`src/rtl/core/lpam_pkg.sv`:
```
// Package for the largest-prime-at-most block.
// Holds the value width, the search constants, the sequencer states and the
// divider request/response types. Depends on nothing.
`default_nettype none

package lpam_pkg;

  localparam int VALUE_WIDTH = 31;
  localparam int CNT_W       = $clog2(VALUE_WIDTH);

  typedef logic [VALUE_WIDTH-1:0] value_t;

  localparam value_t VAL_TWO     = value_t'(2);
  localparam value_t VAL_THREE   = value_t'(3);
  localparam value_t DIV_FIRST   = value_t'(5);
  localparam value_t DIV_PAIR    = value_t'(2);
  localparam value_t DIV_STEP    = value_t'(6);

  typedef enum logic [2:0] {
    ST_IDLE,
    ST_TEST,
    ST_WAIT3,
    ST_WAITD,
    ST_WAITD2,
    ST_FINISH
  } state_t;

  typedef struct packed {
    logic   start;
    value_t dividend;
    value_t divisor;
  } div_req_t;

  typedef struct packed {
    logic   done;
    value_t quotient;
    value_t remainder;
  } div_rsp_t;

endpackage

`default_nettype wire

```
`src/rtl/core/lpam_div.sv`:
```
// Shared restoring divider, one quotient bit per cycle.
// Depends on lpam_pkg for the value width and the request/response types.
`default_nettype none

module lpam_div
  import lpam_pkg::*;
(
  input  wire logic     clk,
  input  wire logic     rst_n,
  input  wire div_req_t req,
  output div_rsp_t      rsp
);

  logic                   busy_r, busy_nxt;
  logic                   done_r, done_nxt;
  logic [CNT_W-1:0]       cnt_r, cnt_nxt;
  value_t                 quo_r, quo_nxt;
  value_t                 rem_r, rem_nxt;
  value_t                 dsr_r, dsr_nxt;
  logic [VALUE_WIDTH:0]   rem_sh;
  logic [VALUE_WIDTH+1:0] diff;

  always_comb begin
    rem_sh   = {rem_r, quo_r[VALUE_WIDTH-1]};
    diff     = {1'b0, rem_sh} - {2'b00, dsr_r};
    busy_nxt = busy_r;
    done_nxt = 1'b0;
    cnt_nxt  = cnt_r;
    quo_nxt  = quo_r;
    rem_nxt  = rem_r;
    dsr_nxt  = dsr_r;
    if (req.start) begin
      busy_nxt = 1'b1;
      cnt_nxt  = CNT_W'(VALUE_WIDTH - 1);
      quo_nxt  = req.dividend;
      rem_nxt  = '0;
      dsr_nxt  = req.divisor;
    end else if (busy_r) begin
      // The partial remainder stays below the divisor, so it fits the value width.
      if (diff[VALUE_WIDTH+1]) begin
        rem_nxt = rem_sh[VALUE_WIDTH-1:0];
        quo_nxt = {quo_r[VALUE_WIDTH-2:0], 1'b0};
      end else begin
        rem_nxt = diff[VALUE_WIDTH-1:0];
        quo_nxt = {quo_r[VALUE_WIDTH-2:0], 1'b1};
      end
      cnt_nxt = cnt_r - CNT_W'(1);
      if (cnt_r == '0) begin
        busy_nxt = 1'b0;
        done_nxt = 1'b1;
      end
    end
  end

  always_ff @(posedge clk) begin
    if (!rst_n) begin
      busy_r <= 1'b0;
      done_r <= 1'b0;
    end else begin
      busy_r <= busy_nxt;
      done_r <= done_nxt;
    end
  end

  always_ff @(posedge clk) begin
    cnt_r <= cnt_nxt;
    quo_r <= quo_nxt;
    rem_r <= rem_nxt;
    dsr_r <= dsr_nxt;
  end

  assign rsp.done      = done_r;
  assign rsp.quotient  = quo_r;
  assign rsp.remainder = rem_r;

endmodule

`default_nettype wire

```
`src/rtl/core/largest_prime_at_most.sv`:
```
// Top level of the largest-prime-at-most block: request handshakes, search
// sequencer and output register. Depends on lpam_pkg and lpam_div.
`default_nettype none

// Each request carries one unsigned value n. The block answers with the
// largest prime p <= n and a flag telling whether n itself is prime; n of 0
// or 1 yields p = 2 with the flag clear. Candidates are walked downward from
// n. A candidate of 2 or 3 is prime at once, an even one is rejected without
// a division, and any other is divided by 3 and then by d and d+2 for
// d = 5, 11, 17, ... until d exceeds the quotient c/d of the candidate c,
// which bounds d*d <= c without any wide multiply. All divisions go through
// one shared restoring divider that produces one quotient bit per cycle, and
// each decision launches the next division in the same cycle. An odd
// candidate c therefore needs about 2 + sqrt(c) / 3 divisions when it is
// prime, fewer when a small factor is found early, and the search time of a
// request is the sum over all candidates visited. A new request is taken
// only while the sequencer is idle; the finished result sits in an output
// register, so the next request can be accepted while that result is still
// stalled.
module largest_prime_at_most
  import lpam_pkg::*;
(
  input  wire logic         clk,
  input  wire logic         rst_n,
  input  wire logic         in_valid,
  output logic              in_stall,
  input  wire logic [VALUE_WIDTH-1:0] in_value_in,
  output logic              out_valid,
  input  wire logic         out_stall,
  output logic [VALUE_WIDTH-1:0] out_prime_out,
  output logic              out_input_is_prime
);

  state_t   state_r, state_nxt;
  value_t   cand_r, cand_nxt;
  value_t   d_r, d_nxt;
  logic     first_r, first_nxt;
  logic     flag_r, flag_nxt;
  logic     out_valid_r, out_valid_nxt;
  value_t   out_prime_r, out_prime_nxt;
  logic     out_flag_r, out_flag_nxt;
  logic     in_acc;
  logic     out_free;
  div_req_t div_req;
  div_rsp_t div_rsp;

  lpam_div u_div (
    .clk   (clk),
    .rst_n (rst_n),
    .req   (div_req),
    .rsp   (div_rsp)
  );

  assign in_stall = (state_r != ST_IDLE);
  assign in_acc   = in_valid && !in_stall;
  // The output register can take a new result when empty or being drained.
  assign out_free = !out_valid_r || !out_stall;

  always_comb begin
    state_nxt        = state_r;
    cand_nxt         = cand_r;
    d_nxt            = d_r;
    first_nxt        = first_r;
    flag_nxt         = flag_r;
    out_valid_nxt    = out_valid_r && out_stall;
    out_prime_nxt    = out_prime_r;
    out_flag_nxt     = out_flag_r;
    div_req.start    = 1'b0;
    div_req.dividend = cand_r;
    div_req.divisor  = VAL_THREE;

    unique case (state_r)
      ST_IDLE: begin
        if (in_acc) begin
          first_nxt = 1'b1;
          if (in_value_in <= value_t'(1)) begin
            // Zero and one are not prime; the answer is fixed at two.
            cand_nxt  = VAL_TWO;
            flag_nxt  = 1'b0;
            state_nxt = ST_FINISH;
          end else begin
            cand_nxt  = in_value_in;
            state_nxt = ST_TEST;
          end
        end
      end

      ST_TEST: begin
        if (cand_r <= VAL_THREE) begin
          if (first_r) begin
            flag_nxt = 1'b1;
          end
          state_nxt = ST_FINISH;
        end else if (!cand_r[0]) begin
          if (first_r) begin
            flag_nxt = 1'b0;
          end
          first_nxt = 1'b0;
          cand_nxt  = cand_r - value_t'(1);
        end else begin
          div_req.start   = 1'b1;
          div_req.divisor = VAL_THREE;
          state_nxt       = ST_WAIT3;
        end
      end

      ST_WAIT3: begin
        if (div_rsp.done) begin
          if (div_rsp.remainder == '0) begin
            if (first_r) begin
              flag_nxt = 1'b0;
            end
            first_nxt = 1'b0;
            cand_nxt  = cand_r - value_t'(1);
            state_nxt = ST_TEST;
          end else begin
            d_nxt           = DIV_FIRST;
            div_req.start   = 1'b1;
            div_req.divisor = DIV_FIRST;
            state_nxt       = ST_WAITD;
          end
        end
      end

      ST_WAITD: begin
        if (div_rsp.done) begin
          if (d_r > div_rsp.quotient) begin
            // No divisor up to the square root: the candidate is prime.
            if (first_r) begin
              flag_nxt = 1'b1;
            end
            state_nxt = ST_FINISH;
          end else if (div_rsp.remainder == '0) begin
            if (first_r) begin
              flag_nxt = 1'b0;
            end
            first_nxt = 1'b0;
            cand_nxt  = cand_r - value_t'(1);
            state_nxt = ST_TEST;
          end else begin
            div_req.start   = 1'b1;
            div_req.divisor = d_r + DIV_PAIR;
            state_nxt       = ST_WAITD2;
          end
        end
      end

      ST_WAITD2: begin
        if (div_rsp.done) begin
          if (div_rsp.remainder == '0) begin
            if (first_r) begin
              flag_nxt = 1'b0;
            end
            first_nxt = 1'b0;
            cand_nxt  = cand_r - value_t'(1);
            state_nxt = ST_TEST;
          end else begin
            d_nxt           = d_r + DIV_STEP;
            div_req.start   = 1'b1;
            div_req.divisor = d_r + DIV_STEP;
            state_nxt       = ST_WAITD;
          end
        end
      end

      ST_FINISH: begin
        if (out_free) begin
          out_valid_nxt = 1'b1;
          out_prime_nxt = cand_r;
          out_flag_nxt  = flag_r;
          state_nxt     = ST_IDLE;
        end
      end

      default: begin
        state_nxt = ST_IDLE;
      end
    endcase
  end

  always_ff @(posedge clk) begin
    if (!rst_n) begin
      state_r     <= ST_IDLE;
      out_valid_r <= 1'b0;
    end else begin
      state_r     <= state_nxt;
      out_valid_r <= out_valid_nxt;
    end
  end

  always_ff @(posedge clk) begin
    cand_r      <= cand_nxt;
    d_r         <= d_nxt;
    first_r     <= first_nxt;
    flag_r      <= flag_nxt;
    out_prime_r <= out_prime_nxt;
    out_flag_r  <= out_flag_nxt;
  end

  assign out_valid          = out_valid_r;
  assign out_prime_out      = out_prime_r;
  assign out_input_is_prime = out_flag_r;

`ifndef SYNTHESIS
  // The divider only reports a result while the sequencer waits for one.
  a_div_done_expected: assert property (@(posedge clk) disable iff (!rst_n)
    div_rsp.done |-> (state_r == ST_WAIT3 || state_r == ST_WAITD ||
                      state_r == ST_WAITD2))
    else $error("divider result arrived outside a wait state");

  // A finished search with room in the output register presents its result next.
  a_finish_loads: assert property (@(posedge clk) disable iff (!rst_n)
    (state_r == ST_FINISH && out_free) |=> (out_valid && state_r == ST_IDLE))
    else $error("finished result was not loaded into the output register");

  // Every reported answer is at least two.
  a_result_floor: assert property (@(posedge clk) disable iff (!rst_n)
    out_valid |-> (out_prime_out >= VAL_TWO))
    else $error("reported prime below two");

  // A flagged answer comes only from a first candidate that passed the test.
  a_flag_first: assert property (@(posedge clk) disable iff (!rst_n)
    (state_r == ST_FINISH && flag_r) |-> first_r)
    else $error("input flagged prime after the search moved below it");
`endif

endmodule

`default_nettype wire

```
`config.mk`:
```
export PLATFORM = sky130hd
export DESIGN_NAME = largest_prime_at_most
export DESIGN_NICKNAME = d
export VERILOG_FILES = /design/src/rtl/core/lpam_pkg.sv /design/src/rtl/core/lpam_div.sv /design/src/rtl/core/largest_prime_at_most.sv
export SDC_FILE = /design/constraint.sdc
export NUM_CORES = 1
export LEC_CHECK = 0
export ABC_CLOCK_PERIOD_IN_PS = 19800
export BUFFER_PORTS_ARGS = -buffer_cell sky130_fd_sc_hd__buf_2
export CAP_MARGIN = 40
export CORE_MARGIN = 2
export CORE_UTILIZATION = 60
export DETAILED_ROUTE_END_ITERATION = 12
export GPL_TIMING_DRIVEN = 0
export PLACE_DENSITY = 0.82
export REMOVE_ABC_BUFFERS = 1
export SYNTH_ARGS = -nofsm -noshare
export SYNTH_HDL_FRONTEND = slang
export SYNTH_SLANG_ARGS = --single-unit
```
`constraint.sdc`:
```
create_clock -name clk -period 19.8 [get_ports clk]
set_input_delay 2.97 -clock clk [delete_from_list [all_inputs] [get_ports clk]]
set_output_delay 2.97 -clock clk [all_outputs]
set_load 0.1 [all_outputs]
```
==> results.tsv <==
metric	value	unit
status	finished clean	
Hold Buf Count CTS	0	
Hold Crit Class	flop to flop	
PortBufs	68	
clock buffer count from CTS	17	
Setup crit start kind	flop	
slowest CP cell	dfxtp_1	
Final setup viols	0	
worst hold start	flag_r	
post-layout util	68.8	%
CP max FO	20	
area of the multi-input gates	6010	um2
Endpoint, Worst Hold	out_input_is_prime	
Overflow after GRT	0	
Critical R2R Launch	u_div.rem_r[7]	
hold path depth	0	
Post-CTS Setup Repair Bufs	0	
Setup TNS Final	0	ns
Max-Cap Viols	0	
post-DP HPWL	21600	um
final net count	1438	
vias	10200	
clock skew	0.0204	ns
n_diodes	0	
power per cell area	131	nW/um2
Syn Std Cell Area	12100	um2
Synth Area in XOR/XNOR	7.62	%
Largest stage delay, worst path	0.78	ns
FMAX	201	MHz
FF/Latch Area	5560	um2
Initial Utilization	61.6	%
global-route wire length before repair	49000	um
CP top delay family	flip-flops	
DR DRC count	0	
initial antenna violation count	0	
CP required	16.83	ns
Mean Syn Cell Area	9.40	um2
I/O Pins	69	
GRT Resource Usage Total	28.3	%
DRT iter0 DRCs	989	
WP depth	2	
Final Slew Violations	0	
worst-margin pin slew	0.942	ns
commonest cells after routing, fill and taps aside	nand2_1 (169), edfxtp_1 (157), nor2_1 (108), inv_1 (82), buf_2 (73)	
internal reg-to-reg setup slack	15.22	ns
vias per cell	6.30	
share of cells above drive strength 1	10.5	%
Setup CP Type	flop to primary output	
Synth Register Bits	199	
largest family of logic cells by synthesized area	simple AND/OR/NAND/NOR gates	
Synth top area share	39.1	%
slew margin rel.	36.5	%
leakage	0.00519	uW
Most used DFF post-synth	edfxtp_1	
critical-path cell list	or3_1, buf_2	
Post-synth EDFFs	157	
Yosys top cell by area	edfxtp_1	
cts repair resizes	0	
worst vdd ir	0.0752	mV
clock buffer depth	2	
die area	21300	um2
R2R Path End	u_div.quo_r[17]	
commonest non-fill, non-tap cell in the layout	nand2_1	
RSZ-0062 raised after global routing	false	
overall routed net length	30300	um
Setup crit end kind	primary output	
fin crit share	25.2	%
Period minus WS final	4.98	ns
Synth cell types	71	
largest net degree at the start of global routing	59	
Final Hold Fails	0	
Die Ht	146	um
# fillers	1447	
Layout area overhead	11.7	%
Final Total Pwr	1770	uW
mux cell area share after synthesis	0.757	%
Simple-Gate Fraction of Synth Area	17.4	%
CTS tree	yes	
Sink Count	199	
yosys warns	0	
H-tree levels	4	
Final ANT Viol Nets	0	
sequential area share after synthesis	46.0	%
Pre-antenna DRT Iters	6	
critical path data arrival time	2.01	ns
row cnt	51	
Syn Inst Count	1284	
vias in the first global route	9697	
Synth async-reset ratio	0	%
Die W	146	um
Synth Area in Compound Gates	16.6	%
Worst-Skew Late Latency	0.45	ns
Bufs and invs on worst path	1	
largest cells by area after synthesis	edfxtp_1 (39%), dfxtp_1 (7.0%), ha_1 (6.9%)	
Clock transition at path regs	0.09	ns
Placer Congestion	0.926	
routed len/inst	18.8	um
clock root buffer	clkbuf_16	
Synth Area in Adders	7.11	%
R2R cell count	13	
Core Area	19600	um2
cells in the mapped netlist, types with 38 or more instances:
master      n
nand2_1   170
edfxtp_1  157
nor2_1    109
inv_1      82
ha_1       67
xnor2_1    62
o21ai_1    58
o21ai_0    53
a21oi_1    50
xor2_1     43
dfxtp_1    42
clkbuf_1   38
how the worst max path moves through the flow:
stage,end,start,slack [ns]
finish,in_stall,state_r[2],14.82
global route,in_stall,state_r[2],14.78
CTS,in_stall,state_r[2],14.87
detailed placement,cand_r[5],in_valid,14.62
global placement,cand_r[5],in_valid,8.50
floorplan,cand_r[10],in_valid,10.98
layout make-up:
class                      instances  area share (%)
multi-input combinational        945            44.6
sequential                       199            41.2
timing repair buffer              89            4.70
clock buffer                      17            3.16
tap                              265            2.46
inverter                          83            2.33
clock inverter                    15            1.58
cell families (layout without fill, tap and decap cells):
logic type / count (synthesis) / in the layout
other: 1 / 1
xor gates and xnor gates: 105 / 105
muxes: 9 / 9
and+or+nand+nor: 453 / 453
AOI/OAI and AO/OA: 309 / 309
adders and majority gates: 68 / 68
DFF: 199 / 199
buffers and inverters: 140 / 204
metal layers:
layer / track usage, % / wire length (um)
met1: 38.4 / 12800
met2: 47.2 / 14600
met3: 4.51 / 2270
met4: 7.89 / 635
met5: 0 / 0
power by group:
| group | internal [uW] | switching [uW] | total (uW) |
|---|---|---|---|
| registers | 579 | 103 | 682 |
| logic | 286 | 425 | 711 |
| clock network | 187 | 187 | 375 |
| total | 1050 | 715 | 1770 |
stage by stage:
| step | setup WS [ns] | hold WS, ns | cells | cell area (um2) |
|---|---|---|---|---|
| after floorplan | 10.98 | 0.420 | 1227 | 11800 |
| after global placement | 8.50 | 0.443 | 1560 | 12500 |
| after detailed placement | 14.62 | 0.445 | 1580 | 12800 |
| after CTS | 14.87 | 0.466 | 1612 | 13500 |
| after global routing | 14.78 | 0.477 | 1613 | 13500 |
| final | 14.82 | 0.469 | 1613 | 13500 |
sequential cells by signal, indices dropped and copies added, names as in the netlist, 3 cells and up:
signal / cells
u_div.rem_r: 31
d_r: 30
u_div.quo_r: 31
u_div.dsr_r: 31
u_div.cnt_r: 5
state_r: 3
out_prime_out: 31
cand_r: 31
(Power assumes the default switching activity.)
